===== src/sv/bdh_pkg.sv =====
// shared types and constants of the button debounce and hold detector
// no dependencies
`default_nettype none

package bdh_pkg;

  localparam int CfgWidth = 16;
  localparam int FieldButtons = 4;

  // item operation codes
  localparam logic [1:0] OP_TICK      = 2'd0;
  localparam logic [1:0] OP_CLEAR_ONE = 2'd1;
  localparam logic [1:0] OP_CLEAR_ALL = 2'd2;

  // per-button event codes
  localparam logic [1:0] EV_NONE     = 2'd0;
  localparam logic [1:0] EV_PRESSED  = 2'd1;
  localparam logic [1:0] EV_RELEASED = 2'd2;
  localparam logic [1:0] EV_HELD     = 2'd3;

  // configuration register indexes
  localparam logic [1:0] REG_DEBOUNCE     = 2'd0;
  localparam logic [1:0] REG_HOLD         = 2'd1;
  localparam logic [1:0] REG_RECENT_PRESS = 2'd2;

  localparam logic [CfgWidth-1:0] DEBOUNCE_RESET = 16'd50;
  localparam logic [CfgWidth-1:0] HOLD_RESET     = 16'd1000;
  localparam logic [CfgWidth-1:0] RECENT_RESET   = 16'd50;

  typedef struct packed {
    logic [CfgWidth-1:0] debounce_ticks;
    logic [CfgWidth-1:0] hold_ticks;
    logic [CfgWidth-1:0] recent_press_ticks;
  } cfg_t;

  // state of one button after the current transaction
  typedef struct packed {
    logic       pressed;
    logic       held;
    logic [1:0] evt;
  } lane_stat_t;

endpackage

`default_nettype wire


===== src/sv/bdh_if.sv =====
// valid/ready channel interfaces for input and result transactions
// no dependencies
`default_nettype none

interface bdh_in_if;
  logic       valid;
  logic       ready;
  logic [1:0] op;
  logic [3:0] raw_levels;
  logic [1:0] button_index;

  modport source (output valid, op, raw_levels, button_index, input ready);
  modport sink (input valid, op, raw_levels, button_index, output ready);
endinterface

interface bdh_out_if;
  logic       valid;
  logic       ready;
  logic [3:0] pressed_flags;
  logic [3:0] held_flags;
  logic [1:0] event_up;
  logic [1:0] event_down;
  logic [1:0] event_select;
  logic [1:0] event_back;
  logic       any_pressed;

  modport source (output valid, pressed_flags, held_flags, event_up, event_down,
                  event_select, event_back, any_pressed, input ready);
  modport sink (input valid, pressed_flags, held_flags, event_up, event_down,
                event_select, event_back, any_pressed, output ready);
endinterface

`default_nettype wire


===== src/sv/bdh_lane.sv =====
// debounce and hold tracking for one button
// depends on bdh_pkg
`default_nettype none

module bdh_lane import bdh_pkg::*; #(
  parameter int COUNT_BITS = 16
) (
  input  wire logic       clk_i,
  input  wire logic       rst_ni,
  input  wire logic       tick_i,
  input  wire logic       clear_i,
  input  wire logic       level_i,
  input  wire cfg_t       cfg_i,
  output lane_stat_t      stat_o
);

  localparam int CmpW = (COUNT_BITS > CfgWidth) ? COUNT_BITS : CfgWidth;

  logic                  last_q, last_d;
  logic [COUNT_BITS-1:0] stable_q, stable_d;
  logic                  pressed_q, pressed_d;
  logic [COUNT_BITS-1:0] age_q, age_d;
  logic                  held_q, held_d;

  function automatic logic [COUNT_BITS-1:0] sat_inc(input logic [COUNT_BITS-1:0] v);
    return (v == '1) ? v : v + 1'b1;
  endfunction

  always_comb begin
    last_d    = last_q;
    stable_d  = stable_q;
    pressed_d = pressed_q;
    age_d     = age_q;
    held_d    = held_q;
    if (tick_i) begin
      age_d = sat_inc(age_q);
      if (level_i != last_q) begin
        last_d   = level_i;
        stable_d = '0;
      end else begin
        stable_d = sat_inc(stable_q);
      end
      if (CmpW'(stable_d) > CmpW'(cfg_i.debounce_ticks)) begin
        if (!level_i && !pressed_q) begin
          pressed_d = 1'b1;
          age_d     = '0;
          held_d    = 1'b0;
        end else if (level_i && pressed_q) begin
          pressed_d = 1'b0;
          held_d    = 1'b0;
        end else if (!level_i && pressed_q && !held_q &&
                     (CmpW'(age_d) > CmpW'(cfg_i.hold_ticks))) begin
          held_d = 1'b1;
        end
      end
    end
    if (clear_i) begin
      pressed_d = 1'b0;
      held_d    = 1'b0;
    end
  end

  always_ff @(posedge clk_i or negedge rst_ni) begin
    if (!rst_ni) begin
      last_q    <= 1'b1;
      stable_q  <= '0;
      pressed_q <= 1'b0;
      age_q     <= '0;
      held_q    <= 1'b0;
    end else begin
      last_q    <= last_d;
      stable_q  <= stable_d;
      pressed_q <= pressed_d;
      age_q     <= age_d;
      held_q    <= held_d;
    end
  end

  // event reflects the state after this transaction
  always_comb begin
    stat_o.pressed = pressed_d;
    stat_o.held    = held_d;
    if (pressed_d && (CmpW'(age_d) < CmpW'(cfg_i.recent_press_ticks))) begin
      stat_o.evt = EV_PRESSED;
    end else if (!pressed_d && last_d) begin
      stat_o.evt = EV_RELEASED;
    end else if (held_d) begin
      stat_o.evt = EV_HELD;
    end else begin
      stat_o.evt = EV_NONE;
    end
  end

endmodule

`default_nettype wire


===== src/sv/bdh_merge.sv =====
// merges the lane states into one result and holds it in the output register
// depends on bdh_pkg and bdh_if
`default_nettype none

module bdh_merge import bdh_pkg::*; #(
  parameter int NUM_BUTTONS = 4
) (
  input  wire logic       clk_i,
  input  wire logic       rst_ni,
  input  wire logic       load_i,
  input  wire lane_stat_t stat_i [NUM_BUTTONS],
  output logic            ready_o,
  bdh_out_if.source       out_ch
);

  logic                    valid_q;
  logic [FieldButtons-1:0] pf_d, hf_d, pf_q, hf_q;
  logic [1:0]              ev_d [FieldButtons];
  logic [1:0]              ev_q [FieldButtons];
  logic                    any_d, any_q;

  for (genvar g = 0; g < FieldButtons; g++) begin : g_field
    if (g < NUM_BUTTONS) begin : g_real
      assign pf_d[g] = stat_i[g].pressed;
      assign hf_d[g] = stat_i[g].held;
      assign ev_d[g] = stat_i[g].evt;
    end else begin : g_absent
      assign pf_d[g] = 1'b0;
      assign hf_d[g] = 1'b0;
      assign ev_d[g] = EV_NONE;
    end
  end

  // any_pressed covers every lane, also those beyond the flag fields
  always_comb begin
    any_d = 1'b0;
    for (int i = 0; i < NUM_BUTTONS; i++) begin
      any_d = any_d | stat_i[i].pressed;
    end
  end

  assign ready_o = !valid_q || out_ch.ready;

  always_ff @(posedge clk_i or negedge rst_ni) begin
    if (!rst_ni) begin
      valid_q <= 1'b0;
    end else if (ready_o) begin
      valid_q <= load_i;
    end
  end

  always_ff @(posedge clk_i) begin
    if (load_i && ready_o) begin
      pf_q  <= pf_d;
      hf_q  <= hf_d;
      ev_q  <= ev_d;
      any_q <= any_d;
    end
  end

  assign out_ch.valid         = valid_q;
  assign out_ch.pressed_flags = pf_q;
  assign out_ch.held_flags    = hf_q;
  assign out_ch.event_up      = ev_q[0];
  assign out_ch.event_down    = ev_q[1];
  assign out_ch.event_select  = ev_q[2];
  assign out_ch.event_back    = ev_q[3];
  assign out_ch.any_pressed   = any_q;

endmodule

`default_nettype wire


===== src/sv/button_debounce_hold_detector_unit.sv =====
// Debounces NUM_BUTTONS active-low buttons and flags presses, releases and
// long presses. One transaction is taken per clock cycle unless the output
// stalls: every button has its own lane with two saturating counters and
// their compares, and the lanes work side by side. A result appears in the
// output register in the cycle after its transaction is accepted, and a new
// one is accepted while it waits if the output drains. Configuration writes
// are taken in any cycle and must only be issued while the unit is idle.
// depends on bdh_pkg, bdh_if, bdh_lane and bdh_merge
`default_nettype none

module button_debounce_hold_detector_unit import bdh_pkg::*; #(
  parameter int NUM_BUTTONS = 4,
  parameter int COUNT_BITS  = 16
) (
  input  wire logic                clk_i,
  input  wire logic                rst_ni,
  input  wire logic                cfg_we_i,
  input  wire logic [1:0]          cfg_index_i,
  input  wire logic [CfgWidth-1:0] cfg_wdata_i,
  bdh_in_if.sink                   in_ch,
  bdh_out_if.source                out_ch
);

  cfg_t       cfg_q;
  logic       ready;
  logic       accept;
  logic       tick;
  lane_stat_t stat [NUM_BUTTONS];

  always_ff @(posedge clk_i or negedge rst_ni) begin
    if (!rst_ni) begin
      cfg_q.debounce_ticks     <= DEBOUNCE_RESET;
      cfg_q.hold_ticks         <= HOLD_RESET;
      cfg_q.recent_press_ticks <= RECENT_RESET;
    end else if (cfg_we_i) begin
      unique case (cfg_index_i)
        REG_DEBOUNCE:     cfg_q.debounce_ticks     <= cfg_wdata_i;
        REG_HOLD:         cfg_q.hold_ticks         <= cfg_wdata_i;
        REG_RECENT_PRESS: cfg_q.recent_press_ticks <= cfg_wdata_i;
        default:          ;
      endcase
    end
  end

  assign in_ch.ready = ready;
  assign accept      = in_ch.valid && ready;
  assign tick        = accept && (in_ch.op == OP_TICK);

  for (genvar g = 0; g < NUM_BUTTONS; g++) begin : g_lane
    logic level;
    logic clear;

    // buttons beyond the raw field read released
    if (g < FieldButtons) begin : g_pin
      assign level = in_ch.raw_levels[g];
    end else begin : g_nopin
      assign level = 1'b1;
    end

    assign clear = accept &&
                   ((in_ch.op == OP_CLEAR_ALL) ||
                    ((in_ch.op == OP_CLEAR_ONE) && (32'(in_ch.button_index) == g)));

    bdh_lane #(
      .COUNT_BITS (COUNT_BITS)
    ) u_lane (
      .clk_i   (clk_i),
      .rst_ni  (rst_ni),
      .tick_i  (tick),
      .clear_i (clear),
      .level_i (level),
      .cfg_i   (cfg_q),
      .stat_o  (stat[g])
    );
  end

  bdh_merge #(
    .NUM_BUTTONS (NUM_BUTTONS)
  ) u_merge (
    .clk_i   (clk_i),
    .rst_ni  (rst_ni),
    .load_i  (accept),
    .stat_i  (stat),
    .ready_o (ready),
    .out_ch  (out_ch)
  );

  // held only ever set on a pressed button
  a_held_implies_pressed: assert property (@(posedge clk_i) disable iff (!rst_ni)
    out_ch.valid |-> ((out_ch.held_flags & ~out_ch.pressed_flags) == '0))
    else $error("held flag without pressed flag");

  a_any_covers_flags: assert property (@(posedge clk_i) disable iff (!rst_ni)
    (out_ch.valid && (out_ch.pressed_flags != '0)) |-> out_ch.any_pressed)
    else $error("any_pressed low while a pressed flag is set");

  a_clear_all: assert property (@(posedge clk_i) disable iff (!rst_ni)
    (accept && (in_ch.op == OP_CLEAR_ALL)) |=>
      (out_ch.valid && !out_ch.any_pressed && (out_ch.held_flags == '0)))
    else $error("clear all left a flag set");

  a_event_pressed: assert property (@(posedge clk_i) disable iff (!rst_ni)
    (out_ch.valid && (out_ch.event_up == EV_PRESSED)) |-> out_ch.pressed_flags[0])
    else $error("pressed event without pressed flag");

  a_result_follows: assert property (@(posedge clk_i) disable iff (!rst_ni)
    accept |=> out_ch.valid)
    else $error("accepted transaction produced no result");

endmodule

`default_nettype wire

===== src/flat_wrapper.sv =====
// flat-port wrapper written by rule: the top's interface ports become plain ports
module button_debounce_hold_detector_unit_flat import bdh_pkg::*;
#(
  parameter int NUM_BUTTONS = 4,
  parameter int COUNT_BITS  = 16
)
  (clk_i, rst_ni, cfg_we_i, cfg_index_i, cfg_wdata_i, in_ch_valid, in_ch_op, in_ch_raw_levels, in_ch_button_index, in_ch_ready, out_ch_valid, out_ch_pressed_flags, out_ch_held_flags, out_ch_event_up, out_ch_event_down, out_ch_event_select, out_ch_event_back, out_ch_any_pressed, out_ch_ready);
  bdh_in_if in_ch_i ();
  bdh_out_if out_ch_i ();
  input  wire logic clk_i;
  input  wire logic rst_ni;
  input  wire logic cfg_we_i;
  input  wire logic [1:0] cfg_index_i;
  input  wire logic [CfgWidth-1:0] cfg_wdata_i;
  input wire logic [$bits(in_ch_i.valid)-1:0] in_ch_valid;
  input wire logic [$bits(in_ch_i.op)-1:0] in_ch_op;
  input wire logic [$bits(in_ch_i.raw_levels)-1:0] in_ch_raw_levels;
  input wire logic [$bits(in_ch_i.button_index)-1:0] in_ch_button_index;
  output wire logic [$bits(in_ch_i.ready)-1:0] in_ch_ready;
  output wire logic [$bits(out_ch_i.valid)-1:0] out_ch_valid;
  output wire logic [$bits(out_ch_i.pressed_flags)-1:0] out_ch_pressed_flags;
  output wire logic [$bits(out_ch_i.held_flags)-1:0] out_ch_held_flags;
  output wire logic [$bits(out_ch_i.event_up)-1:0] out_ch_event_up;
  output wire logic [$bits(out_ch_i.event_down)-1:0] out_ch_event_down;
  output wire logic [$bits(out_ch_i.event_select)-1:0] out_ch_event_select;
  output wire logic [$bits(out_ch_i.event_back)-1:0] out_ch_event_back;
  output wire logic [$bits(out_ch_i.any_pressed)-1:0] out_ch_any_pressed;
  input wire logic [$bits(out_ch_i.ready)-1:0] out_ch_ready;
  assign in_ch_i.valid = in_ch_valid;
  assign in_ch_i.op = in_ch_op;
  assign in_ch_i.raw_levels = in_ch_raw_levels;
  assign in_ch_i.button_index = in_ch_button_index;
  assign in_ch_ready = in_ch_i.ready;
  assign out_ch_valid = out_ch_i.valid;
  assign out_ch_pressed_flags = out_ch_i.pressed_flags;
  assign out_ch_held_flags = out_ch_i.held_flags;
  assign out_ch_event_up = out_ch_i.event_up;
  assign out_ch_event_down = out_ch_i.event_down;
  assign out_ch_event_select = out_ch_i.event_select;
  assign out_ch_event_back = out_ch_i.event_back;
  assign out_ch_any_pressed = out_ch_i.any_pressed;
  assign out_ch_i.ready = out_ch_ready;
  button_debounce_hold_detector_unit #(.NUM_BUTTONS(NUM_BUTTONS), .COUNT_BITS(COUNT_BITS)) u_core (.clk_i(clk_i), .rst_ni(rst_ni), .cfg_we_i(cfg_we_i), .cfg_index_i(cfg_index_i), .cfg_wdata_i(cfg_wdata_i), .in_ch(in_ch_i), .out_ch(out_ch_i));
endmodule

===== config.mk =====
export PLATFORM = sky130hd
export DESIGN_NAME = button_debounce_hold_detector_unit_flat
export DESIGN_NICKNAME = d
export VERILOG_FILES = /design/src/sv/bdh_pkg.sv /design/src/sv/bdh_if.sv /design/src/sv/bdh_lane.sv /design/src/sv/bdh_merge.sv /design/src/sv/button_debounce_hold_detector_unit.sv /design/src/flat_wrapper.sv
export SDC_FILE = /design/constraint.sdc
export NUM_CORES = 1
export LEC_CHECK = 0
export BUFFER_PORTS_ARGS = -buffer_cell sky130_fd_sc_hd__buf_2
export CORE_AREA = 2 2 185 224
export DETAILED_ROUTE_END_ITERATION = 8
export DIE_AREA = 0 0 187 226
export PLACE_DENSITY = 0.52
export SLEW_MARGIN = 25
export SYNTH_ARGS = -nofsm -noshare
export SYNTH_HDL_FRONTEND = slang
export SYNTH_SLANG_ARGS = --single-unit

===== constraint.sdc =====
create_clock -name clk_i -period 15.15 [get_ports clk_i]
set_input_delay 1.515 -clock clk_i [delete_from_list [all_inputs] [get_ports clk_i]]
set_output_delay 1.515 -clock clk_i [all_outputs]
set_load 0.01 [all_outputs]

After elaboration in Yosys (flattened, before gate mapping)
Index checks and enable logic that the tools add are counted.
Word-level totals
  bits in registers: 206
  input bits: 31
  output and inout bits: 19
  logic and storage cells: 228
Cells by class
  add/sub/neg operators: 8
  magnitude comparators: 12
  equal/unequal tests: 19
  multiplexer cells: 88
  bitwise operators: 3
  reductions and logical operators: 67
Operators with widths (number)
  two-way mux 16 bit: 28
  adder 16 x 1 -> 16 bit, second input constant: 8
  equality test 16 bit, second input constant: 8
  > comparator 16 bit: 8
  less-than comparator 16 bit: 4
  two-way mux 1 bit: 52
  logical AND 1 bit: 39
  zero test 1 bit: 17
  two-way mux 2 bit: 8
  equality test 2 bit, second input constant: 4
  equality test 2 x 1 -> 1 bit, second input constant: 3
  zero test 2 bit: 3
  AND reduction 2 bit: 3
  logical OR 1 bit: 5
  != test 1 bit: 4
  OR 1 bit: 3

Depth between registers and ports, before layout
  depth after elaboration: 12
  mapped depth: 26
  depth with buffers taken out: 24

Modules after synthesis
Synthesis repeated with hierarchy kept, for this count alone.
Unflattened totals
  cells, all modules: 1841
  area, all modules: 16614.7 um^2
By module, submodules not included
  bdh_lane (u_core.g_lane[1].u_lane): instances 1, cells each 429, area each 3584.7 um^2
  bdh_lane (u_core.g_lane[0].u_lane): instances 1, cells each 432, area each 3525.9 um^2
  bdh_lane (u_core.g_lane[2].u_lane): instances 1, cells each 416, area each 3520.9 um^2
  bdh_lane (u_core.g_lane[3].u_lane): instances 1, cells each 428, area each 3510.9 um^2
  button_debounce_hold_detector_unit: instances 1, cells each 114, area each 1910.6 um^2
  bdh_merge: instances 1, cells each 22, area each 561.8 um^2

Least setup slack after synthesis
No wires, ideal clock.
  kind: input to register
  from: in in_ch_raw_levels[3]
  to: reg u_core.u_merge.ev_q (netlist bit u_core.u_merge.out_ch.event_back[0]) (data pin)
  library setup time: 176 ps
  data arrival time: 6239 ps
  data required time: 14974 ps
  setup slack: 8735 ps
  stages: 20
  path buffers: 3
  cells stage by stage: clkbuf_1 xor2_1 clkbuf_1 buf_1 nor2_1 ha_1 nand4_1 or4_1 or2_1 nor3b_1 and2_1 or3_1 mux2i_1 ha_1 a21o_1 a211oi_1 o21ai_0 o2111a_1 a311o_1 o32ai_1
Between the ends
  elaborated cells between the ends (all ways): 32
  classes of those cells: 2 x order compare; 1 x eq/ne; 20 x mux; 9 x reduce/logical
RTL lines
  start: declaration: line flat_wrapper.sv:17  | input wire logic [$bits(in_ch_i.raw_levels)-1:0] in_ch_raw_levels;
  != test 1 bit: line bdh_lane.sv:37  | if (level_i != last_q) begin
  two-way mux 16 bit: line bdh_lane.sv:37
  two-way mux 16 bit: line bdh_lane.sv:35  | if (tick_i) begin
  > comparator 16 bit: line bdh_lane.sv:43  | if (CmpW'(stable_d) > CmpW'(cfg_i.debounce_ticks)) begin
  two-way mux 16 bit *: line bdh_lane.sv:43
  two-way mux 16 bit *: line bdh_lane.sv:35
  named net u_core.g_lane[3].u_lane.age_d[9]: line bdh_lane.sv:22  | logic [COUNT_BITS-1:0] age_q, age_d;
  less-than comparator 16 bit *: line bdh_lane.sv:83  | if (pressed_d && (CmpW'(age_d) < CmpW'(cfg_i.recent_press_ticks))) begin
  logical AND 1 bit *: line bdh_lane.sv:83
  end signal: assignment: line bdh_merge.sv:56  | ev_q <= ev_d;
  end: declaration: line bdh_merge.sv:19  | logic [1:0] ev_q [FieldButtons];
Mark *: on every way through the listed nets, which the timed path passes. The rest lies on a longest branch. The select of a mux whose other input is x is not followed.
A chain may end at the register's enable or synchronous reset.

Worst setup path after layout
  from: reg u_core.g_lane[3].u_lane.stable_q[3]
  to: reg u_core.u_merge.ev_q (netlist bit u_core.u_merge.out_ch.event_back[0]) (data pin)
Between the ends
  elaborated cells between the ends (all ways): 20
  classes of those cells: 1 x add/sub; 2 x order compare; 1 x eq/ne; 13 x mux; 3 x reduce/logical
RTL lines
  start: declaration: line bdh_lane.sv:20  | logic [COUNT_BITS-1:0] stable_q, stable_d;
  start signal: assignment: line bdh_lane.sv:72  | stable_q <= stable_d;
  adder 16 x 1 -> 16 bit or equality test 16 bit (tied branches): line bdh_lane.sv:26  | return (v == '1) ? v : v + 1'b1;
  two-way mux 16 bit *: line bdh_lane.sv:26
  two-way mux 16 bit *: line bdh_lane.sv:37
  two-way mux 16 bit *: line bdh_lane.sv:35
  > comparator 16 bit *: line bdh_lane.sv:43
  two-way mux 16 bit *: line bdh_lane.sv:43
  two-way mux 16 bit *: line bdh_lane.sv:35
  named net u_core.g_lane[3].u_lane.age_d[6]: line bdh_lane.sv:22
  less-than comparator 16 bit *: line bdh_lane.sv:83
  logical AND 1 bit *: line bdh_lane.sv:83
Marks and branches as above.

==> summary.md <==
| Metric | Value |
|---|---|
| Slew Limit Fails | 0 |
| Final Hold Viols | 0 |
| Total power | 1.852 mW |
| Clk pin slew, worst setup/hold paths | 0.06 ns |
| Share of the synthesized area in the top cell type | 0.2732 |
| Rel. slew slack | 0.3394 |
| Synthesized area | 15,840 sq um |
| Post-route setup slack | 8.513 ns |
| Status | completed |
| Io pins | 50 |
| Die height | 226 um |
| Port Buf Inserts | between 40 and 50 |
| Comb power frac | 0.304 |
| Clk_lat worst skew | 0.55 ns |
| Leading area contributor after synthesis | dfrtp_1 |
| PwrDens | 106.2 nW/um^2 |
| Final setup viols | 0 |
| # hold bufs at CTS | 0 |
| Worst EP required | 15.51 ns |
| Met2 WL | 24.57 mm |
| Setup slack after placement | 8.210 ns |
| Slew at the pin closest to its max-slew limit | 0.9908 ns |
| Total Die Area | 42,260 sq um |
| M1 wire length | around 22 mm |
| Hold_sp | u_core.cfg_q[7] |
| Total setup buffers inserted after CTS | 0 |
| Leak Pwr | roughly 8 nW |
| Synth Flop Type | dfrtp_1 |
| Reg area | 5260 sq um |
| Psw | 679.5 uW |
| Worst Hold Class | reg -> reg |
| Worst setup endpoint | u_core.u_merge.out_ch.event_back[0] |
| Diodes inserted | 0 |
| Clock buffer depth | 3 |
| Placed inst area | around 17,000 sq um |
| Crit Reg-Reg Endpoint | u_core.u_merge.out_ch.event_back[0] |
| FMAX | 150.7 MHz |
| IR drop worst, VDD | roughly 0.00008 V |
| Critical Path Sink Type | register |
| Register area share after synthesis | 0.3320 |
| Cell variety after synth | 77 |
| Switching Fraction | 0.3669 |
| Share of layout cells above drive strength 1 | 0.09404 |
| Sequential power share | 0.376 |
| DRT antenna net count | 0 |
| Multi-input logic area | 10,110 sq um |
| Clock period minus worst slack | 6.637 ns |
| DR pass1 iterations | 5 |
| Total wire length | between 40 and 50 mm |
| Critical path data arrival time | 7.00 ns |
| Top layer in use | met4 |
| DRC | 0 |
| Post-DP HPWL | 37.03 mm |
| Final net count | 2,068 |
| Synth async-reset ratio | 0.9175 |
| Vias in the first global route | 13,310 |
| Drt wl/cell | approximately 21 um |
| Yosys synthesis warning count | 0 |
| R2R depth | 22 |
| Iteration-0 DRC Markers | 853 |
| Met3 WL | about 1.8 mm |
| Vias/cell | 5.754 |
| Crit path launch type | register |
| Internal power | approximately 1.2 mW |
| Vias | 13,810 |
| Placed cells | 2,352 |
| Row cnt | 81 |
| Largest net degree at the start of global routing | 75 |
| Total CTS buffers | 26 |
| Synthesized flop and latch total | about 210 |
| Final instance area | around 17,000 sq um |
| GRT Resource Usage Total | 0.2353 |
| RSZ-0062 raised after global routing | false |
| Final worst-path cycle share | 0.4381 |
| Setup TNS Final | 0 ns |
| Hold_ws | between 0.5 and 0.6 ns |
| Critical Path Source | u_core.g_lane[3].u_lane.stable_q[3] |
| Area contributors post-synth | dfrtp_1 27%, ha_1 15%, nand2_1 5.5% |
| Setup CP Type | reg -> reg |
| Layout Skew | 0.01078 ns |
| Post_cts resized | 0 |
| Fillers | between 4,000 and 5,000 |
| Syn avg cell area | 8.710 sq um |
| CTS Root Cell | clkbuf_16 |
| Max Cap Viol | 0 |
| Maximum level of the CTS H-tree | 1 |
| Core Region | 40,230 sq um |
| Synth Net Count | 2,046 |
| Initial antenna violation count | 0 |
| Mapped Cells | ~1,800 |
| Fin util | 0.4334 |
| Fin cells | 2,400 |
| Area grow syn2layout | 10.07% |
| GP Congestion | 0.8711 |
| R2R Setup Slk | 8.51 ns |
| CTS tree | yes |
| Initial Util | 0.3938 |
| DIE WIDTH | 187 um |
| Number of synthesized flops with an enable pin | 17 |
| Max Fanout on Critical Path | 12 |
| First-pass GRT wire length | 77.07 mm |
| Worst r2r src | u_core.g_lane[3].u_lane.stable_q[3] |
| Congestion Overflow GR | 0 |
| Clock power frac | 0.320 |
| Sink Count | 206 |
[cell usage after synthesis (4+ instances only)]
library cell    n
nand3b_1        5
inv_1          67
nand4_1        54
clkbuf_1       52
mux2i_1        14
mux2_2         43
nor2_1        153
and4_1         13
a21oi_1       103
or4_1           8
nor2b_1        22
o21ai_0       135
ha_1          196
edfxtp_1       17
nand2b_1       16
xor2_1         39
buf_2           8
and2_1         17
a21o_1         35
nor3_1         27
o21a_1         14
buf_1           7
nand3_1        68
nand2_1       231
xnor2_1        58
a31oi_1        18
o211ai_1       13
and3_1         26
o31ai_1        29
nor4_1         13
or3_1          12
dfrtp_1       173
a221oi_1        4
a22o_1         42
nor3b_1         5
a211oi_1        7
dfstp_2        16
[layout make-up]
cell class | count | share of cell area
well taps | 539 | 0.03867
multi-input cells | 1478 | 0.5798
flip-flops and latches | 206 | 0.3016
repair buffers | 61 | 0.01995
inverters | 68 | 0.01464
clock inverters | 11 | 0.005094
clock buffers | 37 | 0.04025
[state kept, by name, indices dropped and copies added (netlist names)]
signal                               cells
u_core.g_lane.u_lane.held_q              4
u_core.u_merge.out_ch.event_down         2
u_core.cfg_q                            48
u_core.u_merge.out_ch.event_back         2
u_core.u_merge.out_ch.event_select       2
u_core.g_lane.u_lane.pressed_q           4
u_core.g_lane.u_lane.age_q              64
u_core.u_merge.out_ch.pressed_flags      4
u_core.g_lane.u_lane.stable_q           64
u_core.u_merge.out_ch.held_flags         4
u_core.u_merge.out_ch.valid              1
u_core.u_merge.out_ch.any_pressed        1
u_core.g_lane.u_lane.last_q              4
u_core.u_merge.out_ch.event_up           2
[kinds of logic (layout without fill, tap and decap cells)]
kind of cell,after synthesis,in the layout,share of synthesized area
flip-flops,206,206,0.3320
multiplexers,57,57,0.03941
AND/OR/NAND/NOR,689,689,0.2116
AO/OA/AOI/OAI,439,439,0.1760
adder cells (fa/ha/maj),196,196,0.1548
buffers and inverters,135,177,0.03261
XOR/XNOR,97,97,0.05362
[power by group through the flow]
stage / Clock [mW] / Sequential, mW / Combinational (mW)
finish: 0.593 / 0.696 / 0.563
global route: 0.629 / 0.705 / 0.641
CTS: 0.608 / 0.695 / 0.564
detailed placement: 0 / 0.704 / 0.561
global placement: 0 / 0.703 / 0.546
floorplan: 0 / 0.681 / 0.377
[cell usage in the layout, fill, tap and decap left out, types with 16 or more instances in the layout]
master and instances:
dfstp_2 16, a21o_1 35, buf_2 48, and2_1 17
a21oi_1 103, a22o_1 42, nand2b_1 16, ha_1 196
nand3_1 67, clkbuf_16 26, mux2_2 43, nor2b_1 22
nor2_1 153, xor2_1 38, inv_1 67, nand4_1 54
o31ai_1 29, edfxtp_1 17, nand2_1 231, dfrtp_1 173
o21ai_0 135, nor3_1 27, and3_1 25, xnor2_1 58
a31oi_1 17
[layer usage]
| metal | global-route usage | vias up |
|---|---|---|
| met1 | 0.2952 | 6715 |
| met2 | 0.4184 | 325 |
| li1 | - | 6685 |
| met4 | 0.08935 | 0 |
| met5 | 0 | - |
| met3 | 0.02284 | 84 |
[worst min-delay path by stage]
stage | to | slack (ns) | depth (start not counted)
finish | u_core.cfg_q[7] | 0.51 | 1
global route | u_core.cfg_q[27] | 0.52 | 1
CTS | u_core.cfg_q[7] | 0.51 | 1
detailed placement | u_core.cfg_q[7] | 0.49 | 1
global placement | u_core.cfg_q[14] | 0.49 | 1
floorplan | u_core.g_lane[0].u_lane.last_q | 0.47 | 2
[worst max-delay path, stage by stage, from the launching register on]
cell	delay, ns
dfrtp_1	0.48
and4_1	0.26
nand4_1	0.21
nor4_2	0.49
nor2_1	0.25
and3_1	0.28
xnor2_1	0.15
nor2_1	0.06
ha_1	0.30
nand4_1	0.11
or4_1	0.53
or2_1	0.34
nor3b_1	0.24
a21oi_1	0.81
nand3_1	0.15
mux2i_1	0.24
ha_1	0.29
nand4_1	0.20
nor2_1	0.06
a221oi_1	0.24
o21ai_0	0.17
a311o_1	0.31
o32ai_1	0.28
No activity file was read; power rests on OpenSTA's default activity.
